**src/rtl/core/worker_restart_supervisor_macros.svh**
```systemverilog
// assertion macros for the worker restart supervisor
`ifndef WORKER_RESTART_SUPERVISOR_MACROS_SVH
`define WORKER_RESTART_SUPERVISOR_MACROS_SVH

// same-cycle implication, disabled during reset
`define WRS_ASSERT_NOW(label, ante, cons, msg) \
  label: assert property (@(posedge clk) disable iff (rst) (ante) |-> (cons)) \
    else $error(msg);

// next-cycle implication, disabled during reset
`define WRS_ASSERT_NEXT(label, ante, cons, msg) \
  label: assert property (@(posedge clk) disable iff (rst) (ante) |=> (cons)) \
    else $error(msg);

`endif

```
**src/rtl/core/wrs_pkg.sv**
```systemverilog
// shared types, codes and helpers for the worker restart supervisor
package wrs_pkg;

  localparam int ID_BITS       = 16;
  localparam int TIME_BITS     = 32;
  localparam int CMD_BITS      = 3;
  localparam int ACTION_BITS   = 3;
  localparam int CFG_IDX_BITS  = 2;
  localparam int CFG_DATA_BITS = 32;

  localparam logic [CMD_BITS-1:0] CMD_BEGIN_ACTIVATION = 3'd0;
  localparam logic [CMD_BITS-1:0] CMD_BEGIN_ATTEMPT    = 3'd1;
  localparam logic [CMD_BITS-1:0] CMD_HEARTBEAT        = 3'd2;
  localparam logic [CMD_BITS-1:0] CMD_HEALTH_CHECK     = 3'd3;
  localparam logic [CMD_BITS-1:0] CMD_WORKER_EXITED    = 3'd4;

  localparam logic [ACTION_BITS-1:0] ACT_NONE     = 3'd0;
  localparam logic [ACTION_BITS-1:0] ACT_RESTART  = 3'd1;
  localparam logic [ACTION_BITS-1:0] ACT_ROLLBACK = 3'd2;
  localparam logic [ACTION_BITS-1:0] ACT_DUP      = 3'd3;
  localparam logic [ACTION_BITS-1:0] ACT_STALE    = 3'd4;
  localparam logic [ACTION_BITS-1:0] ACT_REFUSED  = 3'd5;

  localparam logic [CFG_IDX_BITS-1:0] REG_HEARTBEAT_TIMEOUT = 2'd0;
  localparam logic [CFG_IDX_BITS-1:0] REG_HEALTH_WINDOW     = 2'd1;

  localparam logic [TIME_BITS-1:0] HEARTBEAT_TIMEOUT_RESET = 32'd1000;
  localparam logic [TIME_BITS-1:0] HEALTH_WINDOW_RESET     = 32'd10000;

  typedef enum logic [1:0] {
    ST_STOPPED = 2'd0,
    ST_RUNNING = 2'd1,
    ST_RETIRED = 2'd2
  } sup_state_t;

  typedef struct packed {
    logic [CMD_BITS-1:0]  command;
    logic [ID_BITS-1:0]   activation_id;
    logic [ID_BITS-1:0]   attempt_id;
    logic [TIME_BITS-1:0] now_ms;
    logic                 exit_clean;
  } event_t;

  typedef struct packed {
    logic [ACTION_BITS-1:0] action;
    logic [ID_BITS-1:0]     id_out;
    logic                   id_valid;
    logic                   restart_fire;
    logic                   rollback_fire;
    logic [ID_BITS-1:0]     fired_activation;
    logic [1:0]             supervisor_state;
    logic                   crash_loop;
    logic                   attempt_active;
  } result_t;

  // ids skip zero when they wrap
  function automatic logic [ID_BITS-1:0] advance_id(input logic [ID_BITS-1:0] id);
    logic [ID_BITS-1:0] nxt;
    if (&id) begin
      nxt = {{(ID_BITS-1){1'b0}}, 1'b1};
    end else begin
      nxt = id + {{(ID_BITS-1){1'b0}}, 1'b1};
    end
    return nxt;
  endfunction

endpackage

```
**src/rtl/core/worker_restart_supervisor.sv**
```systemverilog
// top level of the worker restart supervisor
`include "worker_restart_supervisor_macros.svh"

// Worker restart supervisor. Every event word (begin activation, begin attempt,
// heartbeat, health check, worker exited) is decided in the cycle it is
// accepted; its one result word is registered toward out_data, so the block
// takes one event per clock while in_stall is low; the rate is set by the
// single state update per event, which only needs id compares, two widened
// time adds and flag logic. Results leave through an output register backed
// by one skid entry, so input keeps flowing while a result waits; in_stall
// rises only while both hold a word. The configuration port is always ready
// (cfg_ready high) and is meant to be written while no event is in flight; a
// timing register written as zero makes both limits fall back to their reset
// values while it stays zero. Ids wrap from all ones to 1, never to 0.
module worker_restart_supervisor
  import wrs_pkg::*;
(
  input  logic                     clk,
  input  logic                     rst,
  input  logic                     in_valid,
  output logic                     in_stall,
  input  event_t                   in_data,
  output logic                     out_valid,
  input  logic                     out_stall,
  output result_t                  out_data,
  input  logic                     cfg_valid,
  output logic                     cfg_ready,
  input  logic [CFG_IDX_BITS-1:0]  cfg_index,
  input  logic [CFG_DATA_BITS-1:0] cfg_data
);

  // configuration registers
  logic [TIME_BITS-1:0] heartbeat_timeout;
  logic [TIME_BITS-1:0] health_window;

  // supervisor state
  logic [ID_BITS-1:0]   current_activation, current_activation_next;
  logic [ID_BITS-1:0]   current_attempt, current_attempt_next;
  sup_state_t           sup_state, sup_state_next;
  logic [TIME_BITS-1:0] window_start, window_start_next;
  logic [TIME_BITS-1:0] last_beat, last_beat_next;
  logic                 restart_spent, restart_spent_next;
  logic                 rollback_done, rollback_done_next;
  logic                 attempt_exists, attempt_exists_next;
  logic                 failed_known, failed_known_next;
  logic [ID_BITS-1:0]   failed_activation, failed_activation_next;
  logic [ID_BITS-1:0]   failed_attempt, failed_attempt_next;
  logic                 loop_flag, loop_flag_next;

  // output register plus skid entry
  logic    skid_valid;
  result_t skid_data;
  result_t result;

  logic push, pop;

  // timing limits and widened sums
  logic                 limit_fallback;
  logic [TIME_BITS-1:0] limit_beat, limit_window;
  logic [TIME_BITS:0]   beat_deadline, window_deadline;
  logic                 key_current, key_failed, beat_missed, fail_event;

  assign cfg_ready = 1'b1;
  assign in_stall  = skid_valid;
  assign push      = in_valid && !in_stall;
  assign pop       = out_valid && !out_stall;

  assign limit_fallback  = (heartbeat_timeout == '0) || (health_window == '0);
  assign limit_beat      = limit_fallback ? HEARTBEAT_TIMEOUT_RESET : heartbeat_timeout;
  assign limit_window    = limit_fallback ? HEALTH_WINDOW_RESET : health_window;
  assign beat_deadline   = {1'b0, last_beat} + {1'b0, limit_beat};
  assign window_deadline = {1'b0, window_start} + {1'b0, limit_window};

  assign key_current = attempt_exists && (in_data.activation_id == current_activation)
                       && (in_data.attempt_id == current_attempt);
  assign key_failed  = failed_known && (in_data.activation_id == failed_activation)
                       && (in_data.attempt_id == failed_attempt);
  assign beat_missed = {1'b0, in_data.now_ms} > beat_deadline;

  // a failure of the current running attempt: missed beat or unclean exit
  assign fail_event = !key_failed && key_current && (sup_state == ST_RUNNING)
                      && (((in_data.command == CMD_HEALTH_CHECK) && beat_missed)
                          || ((in_data.command == CMD_WORKER_EXITED) && !in_data.exit_clean));

  // event decode and next state
  always_comb begin
    current_activation_next = current_activation;
    current_attempt_next    = current_attempt;
    sup_state_next          = sup_state;
    window_start_next       = window_start;
    last_beat_next          = last_beat;
    restart_spent_next      = restart_spent;
    rollback_done_next      = rollback_done;
    attempt_exists_next     = attempt_exists;
    failed_known_next       = failed_known;
    failed_activation_next  = failed_activation;
    failed_attempt_next     = failed_attempt;
    loop_flag_next          = loop_flag;
    result                  = '0;

    case (in_data.command)
      CMD_BEGIN_ACTIVATION: begin
        current_activation_next = advance_id(current_activation);
        sup_state_next          = ST_STOPPED;
        window_start_next       = in_data.now_ms;
        last_beat_next          = in_data.now_ms;
        restart_spent_next      = 1'b0;
        rollback_done_next      = 1'b0;
        attempt_exists_next     = 1'b0;
        failed_known_next       = 1'b0;
        loop_flag_next          = 1'b0;
        result.id_out           = current_activation_next;
        result.id_valid         = 1'b1;
      end
      CMD_BEGIN_ATTEMPT: begin
        if ((in_data.activation_id != current_activation) || (sup_state != ST_STOPPED)
            || loop_flag) begin
          result.action = ACT_REFUSED;
        end else begin
          current_attempt_next = advance_id(current_attempt);
          attempt_exists_next  = 1'b1;
          sup_state_next       = ST_RUNNING;
          last_beat_next       = in_data.now_ms;
          result.id_out        = current_attempt_next;
          result.id_valid      = 1'b1;
        end
      end
      CMD_HEARTBEAT: begin
        // a beat that goes back in time is dropped
        if ((sup_state == ST_RUNNING) && key_current && (in_data.now_ms >= last_beat)) begin
          last_beat_next = in_data.now_ms;
        end
      end
      CMD_HEALTH_CHECK, CMD_WORKER_EXITED: begin
        if (key_failed) begin
          result.action = ACT_DUP;
        end else if (!key_current) begin
          result.action = ACT_STALE;
        end else if (fail_event) begin
          failed_activation_next = in_data.activation_id;
          failed_attempt_next    = in_data.attempt_id;
          failed_known_next      = 1'b1;
          sup_state_next         = ST_STOPPED;
          if (!restart_spent) begin
            // first failure gets its one restart
            restart_spent_next  = 1'b1;
            result.restart_fire = 1'b1;
            result.action       = ACT_RESTART;
          end else if ({1'b0, in_data.now_ms} <= window_deadline) begin
            // repeat failure inside the window: crash loop, rollback once
            loop_flag_next = 1'b1;
            sup_state_next = ST_RETIRED;
            result.action  = ACT_ROLLBACK;
            if (!rollback_done) begin
              rollback_done_next   = 1'b1;
              result.rollback_fire = 1'b1;
            end
          end else begin
            // outside the window: restart and open a new window
            window_start_next   = in_data.now_ms;
            result.restart_fire = 1'b1;
            result.action       = ACT_RESTART;
          end
        end else if ((sup_state == ST_RUNNING) && (in_data.command == CMD_WORKER_EXITED)) begin
          // clean exit retires the worker
          sup_state_next = ST_RETIRED;
        end
      end
      default: begin
      end
    endcase

    if (result.restart_fire || result.rollback_fire) begin
      result.fired_activation = current_activation;
    end
    result.supervisor_state = sup_state_next;
    result.crash_loop       = loop_flag_next;
    result.attempt_active   = attempt_exists_next && (sup_state_next == ST_RUNNING);
  end

  // control and state registers
  always_ff @(posedge clk) begin
    if (rst) begin
      heartbeat_timeout  <= HEARTBEAT_TIMEOUT_RESET;
      health_window      <= HEALTH_WINDOW_RESET;
      current_activation <= '0;
      current_attempt    <= '0;
      sup_state          <= ST_STOPPED;
      window_start       <= '0;
      last_beat          <= '0;
      restart_spent      <= 1'b0;
      rollback_done      <= 1'b0;
      attempt_exists     <= 1'b0;
      failed_known       <= 1'b0;
      failed_activation  <= '0;
      failed_attempt     <= '0;
      loop_flag          <= 1'b0;
      out_valid          <= 1'b0;
      skid_valid         <= 1'b0;
    end else begin
      if (cfg_valid && cfg_ready) begin
        case (cfg_index)
          REG_HEARTBEAT_TIMEOUT: heartbeat_timeout <= cfg_data;
          REG_HEALTH_WINDOW:     health_window     <= cfg_data;
          default: begin
          end
        endcase
      end
      if (push) begin
        current_activation <= current_activation_next;
        current_attempt    <= current_attempt_next;
        sup_state          <= sup_state_next;
        window_start       <= window_start_next;
        last_beat          <= last_beat_next;
        restart_spent      <= restart_spent_next;
        rollback_done      <= rollback_done_next;
        attempt_exists     <= attempt_exists_next;
        failed_known       <= failed_known_next;
        failed_activation  <= failed_activation_next;
        failed_attempt     <= failed_attempt_next;
        loop_flag          <= loop_flag_next;
      end
      // output register refills from skid first, else from the new event
      if (!out_valid || pop) begin
        if (skid_valid) begin
          out_valid  <= 1'b1;
          skid_valid <= 1'b0;
        end else begin
          out_valid <= push;
        end
      end else if (push) begin
        skid_valid <= 1'b1;
      end
    end
  end

  // result words, no reset needed
  always_ff @(posedge clk) begin
    if (!out_valid || pop) begin
      if (skid_valid) begin
        out_data <= skid_data;
      end else if (push) begin
        out_data <= result;
      end
    end else if (push) begin
      skid_data <= result;
    end
  end

  `WRS_ASSERT_NOW(a_skid_behind_out, skid_valid, out_valid,
    "skid entry holds a word while the output register is empty")
  `WRS_ASSERT_NEXT(a_skid_drains, skid_valid && !out_stall, out_valid && !skid_valid,
    "skid entry did not move into the output register")
  `WRS_ASSERT_NOW(a_rollback_is_loop, out_valid && out_data.rollback_fire,
    out_data.action == ACT_ROLLBACK && out_data.crash_loop && !out_data.restart_fire,
    "rollback pulse without a crash loop result")
  `WRS_ASSERT_NOW(a_restart_action, out_valid && out_data.restart_fire,
    out_data.action == ACT_RESTART && out_data.supervisor_state == ST_STOPPED,
    "restart pulse with wrong action or state")

endmodule

```
**config.mk**
```make
export PLATFORM = sky130hd
export DESIGN_NAME = worker_restart_supervisor
export DESIGN_NICKNAME = d
export VERILOG_FILES = /design/src/rtl/core/wrs_pkg.sv /design/src/rtl/core/worker_restart_supervisor.sv
export VERILOG_INCLUDE_DIRS = /design/src /design/src/rtl/core
export SDC_FILE = /design/constraint.sdc
export NUM_CORES = 1
export LEC_CHECK = 0
export ABC_AREA = 0
export BUFFER_PORTS_ARGS = -buffer_cell sky130_fd_sc_hd__buf_2
export CORE_AREA = 5 5 245 247
export DETAILED_ROUTE_END_ITERATION = 12
export DIE_AREA = 0 0 250 252
export GPL_TIMING_DRIVEN = 0
export SYNTH_ARGS = -nofsm -noshare
export SYNTH_HDL_FRONTEND = slang
export SYNTH_SLANG_ARGS = --single-unit
```
**constraint.sdc**
```tcl
create_clock -name clk -period 19.3 [get_ports clk]
set_clock_uncertainty 0.1 [all_clocks]
set_input_delay 3.86 -clock clk [delete_from_list [all_inputs] [get_ports clk]]
set_output_delay 3.86 -clock clk [all_outputs]
set_load 0.005 [all_outputs]
```
==> results of run 1 <==
worst max-delay path by stage:
stage	endpoint	slack, ns
after floorplan	skid_data[0]	12.46
after CTS	out_data[5]	10.18
after global placement	out_data[17]	10.31
after global routing	window_start[19]	9.81
final	out_data[39]	9.87
after detailed placement	out_data[5]	10.24
logic make-up (layout without fill, tap and decap cells):
| family | count (synthesis) | after routing | share of synthesized area |
|---|---|---|---|
| and+or+nand+nor | 842 | 842 | 0.215 |
| AOI/OAI and AO/OA | 435 | 435 | 0.147 |
| DFF | 284 | 284 | 0.349 |
| buffers and inverters | 171 | 380 | 0.0370 |
| adders and majority gates | 164 | 164 | 0.110 |
| xor gates and xnor gates | 155 | 155 | 0.0725 |
| muxes | 125 | 125 | 0.0689 |
| other | 1 | 5 | 0.000200 |
layer usage:
metal  routed length, microns  global-route usage  share of wire  vias to the layer above
met5                       23                   0        0.00035                        -
met4                     2240              0.0644          0.035                        4
met3                     3910              0.0252          0.060                      111
met2                    29100               0.318           0.45                      579
met1                    29700               0.272           0.46                     8164
li1                         -                   -              -                     8221
placed cells by master (no fill, tap or decap), types with 8 or more instances in the layout:
cell and instances:
o211ai_1 8, o21ai_0 71, a31oi_1 8, nand3_1 42
and4_1 8, xor2_1 96, inv_1 66, clkbuf_16 31
a211oi_1 21, o31ai_1 13, a32oi_1 34, and2_1 68
nand2_1 321, nor4_1 52, mux2_2 31, buf_2 158
a21oi_1 166, nor2_1 156, edfxtp_1 84, nand2b_1 23
a21o_1 37, or3_1 15, o21a_1 18, and3_1 18
dfxtp_1 200, ha_1 162, mux2i_1 94, nor2b_1 14
bufinv_16 8, clkbuf_1 83, nor3_1 59, xnor2_1 59
nand4_1 33
where the power goes:
part | switching, mW | leakage [nW] | internal (mW) | total [mW]
logic | 0.139 | 5.56 | 0.0817 | 0.221
registers | 0.0126 | 2.41 | 0.632 | 0.645
clock network | 0.271 | 0.561 | 0.412 | 0.683
final cells by class:
cell class / count / area, sq um / share of cell area
multi-input cells: 1722 / 11500 / 0.532
flip-flops and latches: 284 / 6530 / 0.301
well taps: 765 / 957 / 0.0442
clock buffers: 35 / 811 / 0.0374
repair buffers: 152 / 798 / 0.0368
plain buffers: 103 / 438 / 0.0202
clock inverters: 22 / 350 / 0.0162
inverters: 68 / 255 / 0.0118
diodes: 4 / 10.0 / 0.000462
tightest hold or removal path, stage by stage (launching register included):
cell	delay, ns
dfxtp_1	0.32
nand2_1	0.05
mux2i_1	0.05
flip-flops by register name (all words and copies together), names as in the netlist, 2 cells and up:
| name | flops |
|---|---|
| health_window | 32 |
| skid_data | 42 |
| current_activation | 16 |
| out_data | 42 |
| failed_activation | 16 |
| last_beat | 32 |
| heartbeat_timeout | 32 |
| current_attempt | 16 |
| failed_attempt | 16 |
| window_start | 32 |
| sup_state | 2 |
metrics by stage:
step	cells	area, sq um	utilization	total power [mW]	hold slack, ns
after global placement	3092	20400	0.356	0.869	0.349
after detailed placement	3094	20500	0.357	0.875	0.357
after CTS	3151	21700	0.378	1.55	0.368
final	3155	21700	0.378	1.55	0.368
after floorplan	2177	18700	-	0.787	0.339
after global routing	3153	21700	0.378	1.60	0.379
==> reports/metrics.yaml, run 1 <==
worst_setup_path:
  r2r-end: "out_data[39]"
  crit_family: "compound AO/OA/AOI/OAI gates"
  r2r_start: "heartbeat_timeout[16]"
  cp_common_cell: "o21ai_0"
  startpoint_type: "register"
  cp_slowest_cell: "nor4_1"
  critPathLaunch: "heartbeat_timeout[16]"
  arrival_ns: 9.62
  required_ns: 19.49
  reg2reg_depth: 25
  crit_type: "reg -> reg"
  crit_buf_inv: 1
  crit_path_end_kind: "register"
  cp_max_fo: 10
  critical_path_depth: 25
  cpPeakStageDelay_ns: 0.80
  regToRegSetupSlack_ns: 9.87
clock_network:
  cts_tree: "done"
  root_buffer: "clkbuf_16"
  post_cts_buffers: 0
  ctsHoldBuffers: 0
  clock_latency_ns: 0.60
  numCtsBuffers: 31
  ctsResizeCount: 0
  cts.sink_count: 284
  path_clk_slew_ns: 0.07
  cts-htree-levels: 1
  ctsLongestPathBuffers: 3
timing:
  slew_violations: 0
  setup_violations: 0
  tns_ns: 0
  period_needed_ns: 9.43
  layout_setup_ws_ns: 9.87
  rsz0062_at_grt: "false"
  hold_violations: 0
  max_slew_margin: 0.109
  period_share: 0.489
  tightest_slew_ns: 1.32
  timing.fmax_ghz: 0.106
synthesis:
  ys_seq_area_frac: 0.349
  yosys.area.top_type: "dfxtp_1"
  synth_common_cells: "321 x nand2_1, 200 x dfxtp_1, 167 x a21oi_1"
  syn_nets: 2448
  synthCells: 2177
  synth_cell_types: 73
  synth_area_sq_um: 18700
  yosys.area.top_type_share: 0.214
  synth.area.top_cells: "dfxtp_1 21%, edfxtp_1 13%, ha_1 11%"
  synth_ff_type: "dfxtp_1"
  post_synth.cell_area_avg_sq_um: 8.60
  ys_warn_count: 0
  synth-seq-cells: 284
  synth_async_sr_flop_share: 0
  synth_edf_count: 84
  synthMostInstantiatedCell: "nand2_1"
placement:
  gp_congestion: 0.984
  dp_hpwl_mm: 52.1
  pre_cts_ws_ns: 10.24
  portBuffers: 150
floorplanning:
  num_rows: 88
  num_io_pins: 152
  start_util: 0.326
  core_area_sq_um: 57400
  die_h_microns: 252
  die_w_microns: 250
  die_area_sq_um: 63000
min_path:
  min_path_cells: 2
  whs_endpoint: "window_start[4]"
  hp-class: "reg -> reg"
  worstHoldStart: "window_start[4]"
finish:
  fillCellCount: 5780
  fin_nets: 2633
  area_growth_pct: 15.8
  drive_gt1_frac: 0.115
global_route:
  grt_pass1_wl_mm: 98.0
  antenna_found_initial: 5
  grt_overflow: 0
  track_usage: 0.196
  first_global_vias: 16480
  grt_max_degree: 35
routing:
  routed_wl_mm: 64.9
  drc: 0
  drt_iter0_markers: 1435
  wl_per_cell_microns: 20.6
  ant_nets: 0
  vias: 17079
  first_pass_iters: 6
  via_per_inst: 5.41
power_and_ir_drop:
  p_per_area_nw_per_um2: 71.4
  irDropWorstVdd_mv: 0.0618
  leakage_nw: 8.53
status:
  run_status: "completed"
flow_run:
  drv_cap: 0
Power figures use the tool's default switching activity.
==> run 2, diff against run 1 <==
--- a/config.mk
+++ b/config.mk
@@ -6,11 +6,11 @@
 export SDC_FILE = /design/constraint.sdc
 export NUM_CORES = 1
 export LEC_CHECK = 0
-export ABC_AREA = 0
+export ABC_AREA = 1
 export BUFFER_PORTS_ARGS = -buffer_cell sky130_fd_sc_hd__buf_2
-export CORE_AREA = 5 5 245 247
+export CORE_AREA = 5 5 242 244
 export DETAILED_ROUTE_END_ITERATION = 12
-export DIE_AREA = 0 0 250 252
+export DIE_AREA = 0 0 247 249
 export GPL_TIMING_DRIVEN = 0
 export SYNTH_ARGS = -nofsm -noshare
 export SYNTH_HDL_FRONTEND = slang
==> constraint.sdc (replaced) <==
create_clock -name clk -period 9.7 [get_ports clk]
set_clock_uncertainty 0.1 [all_clocks]
set_input_delay 1.94 -clock clk [delete_from_list [all_inputs] [get_ports clk]]
set_output_delay 1.94 -clock clk [all_outputs]
set_load 0.005 [all_outputs]
==> run 2 against run 1 <==
Against the previous run: critical endpoint is now out_data[17]; fmax grew 21%; power rose by 93%; combinational power rose by 130%; non-clock buffer count down 25; largest power group is now sequential cells; critical path depth increased by 14; die area down 2.4%; core utilization decreased by 0.24 points.
==> reports/metrics.yaml, run 2 <==
status:
  run_status: "completed"  # unchanged
worst_setup_path:
  required_ns: 9.91  # was 19.49 ns
  crit_type: "reg -> reg"  # unchanged
  crit_path_end_kind: "register"  # unchanged
  startpoint_type: "register"  # unchanged
  r2r_start: "heartbeat_timeout[30]"  # was heartbeat_timeout[16]
  cpPeakStageDelay_ns: 0.57  # was 0.80 ns
  cp_max_fo: 10  # unchanged
  cp_common_cell: "nand2_1"  # was o21ai_0
  critPathLaunch: "heartbeat_timeout[30]"  # was heartbeat_timeout[16]
  cp_slowest_cell: "nor4_1"  # unchanged
  arrival_ns: 7.99  # was 9.62 ns
clock_network:
  cts-htree-levels: 1  # unchanged
  path_clk_slew_ns: 0.06  # was 0.07 ns
  cts_tree: "done"  # unchanged
  clock_latency_ns: 0.59  # was 0.60 ns
  numCtsBuffers: 31  # unchanged
  root_buffer: "clkbuf_16"  # unchanged
  ctsLongestPathBuffers: 3  # unchanged
  cts.sink_count: 284  # unchanged
  ctsHoldBuffers: 0  # unchanged
  post_cts_buffers: 0  # unchanged
  ctsResizeCount: 0  # unchanged
placement:
  portBuffers: 149  # was 150
  dp_hpwl_mm: 47.6  # was 52.1 mm
  pre_cts_ws_ns: 1.94  # was 10.24 ns
  gp_congestion: 0.943  # was 0.984
floorplanning:
  die_area_sq_um: 61500  # was 63000 sq um
  die_h_microns: 249  # was 252 microns
  num_rows: 87  # was 88
  num_io_pins: 152  # unchanged
  die_w_microns: 247  # was 250 microns
  start_util: 0.326  # about the same
  core_area_sq_um: 56100  # was 57400 sq um
synthesis:
  post_synth.cell_area_avg_sq_um: 7.41  # was 8.60 sq um
  synth_xor_area_frac: 0.0446  # was 0.0725
  synth_top_family_by_area: "simple AND/OR/NAND/NOR gates"  # unchanged
  synth_ff_type: "dfxtp_1"  # unchanged
  ys_warn_count: 0  # unchanged
  synth_cell_types: 63  # was 73
  synth.area.top_cells: "dfxtp_1 22%, edfxtp_1 14%, ha_1 11%"  # was dfxtp_1 21%, edfxtp_1 13%, ha_1 11%
  yosys.area.top_type: "dfxtp_1"  # unchanged
  synth_common_cells: "402 x nand2_1, 315 x inv_1, 278 x nor2_1"  # was 321 x nand2_1, 200 x dfxtp_1, 167 x a21oi_1
  ys_seq_area_frac: 0.357  # was 0.349
  synth-compound-area-share: 0.171  # was 0.147
  syn_nets: 2738  # was 2448
  synthMuxAreaShare: 0.000616  # was 0.0689
  synth_edf_count: 84  # unchanged
  synth_area_sq_um: 18300  # was 18700 sq um
  synth_async_sr_flop_share: 0  # unchanged
  synth-simple-area-share: 0.227  # was 0.215
  synthMostInstantiatedCell: "nand2_1"  # unchanged
  synthCells: 2467  # was 2177
  synth_adder_area_share: 0.113  # was 0.110
  synth-seq-cells: 284  # unchanged
  yosys.area.top_type_share: 0.219  # was 0.214
finish:
  finish.utilization: 0.375  # was 0.378
  layout_common_cells: "402 x nand2_1, 315 x inv_1, 277 x nor2_1"  # was 321 x nand2_1, 200 x dfxtp_1, 166 x a21oi_1
  layout_commonest_cell: "nand2_1"  # unchanged
  largestRegisters: "out_data x42, skid_data x42"  # unchanged
  fin_nets: 2922  # was 2633
  drive_gt1_frac: 0.106  # was 0.115
  area_growth_pct: 15.2  # was 15.8%
routing:
  drc: 0  # unchanged
  drt_iter0_markers: 1260  # was 1435
  first_pass_iters: 5  # was 6
  vias: 16859  # was 17.1k
  routed_wl_mm: 58.3  # was 64.9 mm
  wl_per_cell_microns: 17.0  # was 20.6 microns
  ant_nets: 0  # unchanged
  via_per_inst: 4.91  # was 5.41
timing:
  rsz0062_at_grt: "false"  # unchanged
  setup_violations: 0  # unchanged
  period_share: 0.801  # was 0.489
  max_slew_margin: 0.456  # was 0.109
  hold_violations: 0  # unchanged
  tns_ns: 0  # unchanged
  slew_violations: 0  # unchanged
  period_needed_ns: 7.77  # was 9.43 ns
  layout_setup_ws_ns: 1.93  # was 9.87 ns
  tightest_slew_ns: 0.816  # was 1.32 ns
  timing.fmax_ghz: 0.129  # was 0.106 GHz
min_path:
  worstHoldStart: "failed_attempt[4]"  # was window_start[4]
  hp-class: "reg -> reg"  # unchanged
global_route:
  grt_overflow: 0  # unchanged
  grt_max_degree: 25  # was 35
  antenna_found_initial: 1  # was 5
  grt_pass1_wl_mm: 89.1  # was 98.0 mm
  track_usage: 0.181  # was 0.196
  first_global_vias: 15881  # was 16.5k
power_and_ir_drop:
  irDropWorstVdd_mv: 0.134  # was 0.0618 mV
  power.total_mw: 2.99  # was 1.55 mW
  p_per_area_nw_per_um2: 142  # was 71.4 nW/um^2
  leakage_nw: 8.95  # was 8.53 nW
flow_run:
  drv_cap: 0  # unchanged
## run 2: path summary, 6_finish.rpt
| kind | to | slack (ns) | depth (start not counted) |
|---|---|---|---|
| worst max-delay path | out_data[17] | 1.93 | 39 |
| worst min-delay path | failed_attempt[4] | 0.36 | 2 |
| worst max register to register | out_data[17] | 1.93 | 39 |
| worst min register to register | failed_attempt[4] | 0.36 | 2 |
## run 2: cell families (layout without fill, tap and decap cells)
| kind of cell | Yosys count | count (layout) |
|---|---|---|
| AOI/OAI and AO/OA | 581 | 581 |
| and+or+nand+nor | 939 | 939 |
| adders and majority gates | 164 | 164 |
| other | 1 | 5 |
| xor gates and xnor gates | 93 | 93 |
| muxes | 1 | 1 |
| DFF | 284 | 284 |
| buffers and inverters | 404 | 613 |
## run 2: report_power, final
group	switching, mW	internal, mW
Sequential	0.0218	1.27
Combinational	0.329	0.188
Clock	0.523	0.664
Total	0.874	2.12
## run 2: layout make-up
class | instances | area [sq um]
multi-input combinational | 1779 | 10200
timing repair buffer | 151 | 801
tap | 756 | 946
buffer | 79 | 348
fill | 5931 | 35000
inverter | 325 | 1220
sequential | 284 | 6530
clock inverter | 16 | 161
antenna | 4 | 10.0
clock buffer | 42 | 837
## run 2: stage by stage
| stage | std cells | hold WS (ns) | instance area (sq um) |
|---|---|---|---|
| global placement | 3372 | 0.346 | 20000 |
| detailed placement | 3374 | 0.353 | 20000 |
| finish | 3436 | 0.360 | 21000 |
| CTS | 3432 | 0.360 | 21000 |
| floorplan | 2467 | 0.336 | 18300 |
| global route | 3432 | 0.380 | 21000 |
## run 2: critical path, delay by kind of cell (launching register included)
kind / cells / cell delay [ns]
AOI/OAI and AO/OA: 11 / 2.22
adders and majority gates: 2 / 0.62
DFF: 1 / 0.30
buffers and inverters: 4 / 0.92
and+or+nand+nor: 22 / 3.33
## run 2: layer usage
metal | share of wire | GRT usage
met1 | 0.47 | 0.257
met2 | 0.45 | 0.293
met3 | 0.055 | 0.0186
met4 | 0.029 | 0.0539
met5 | 0 | 0
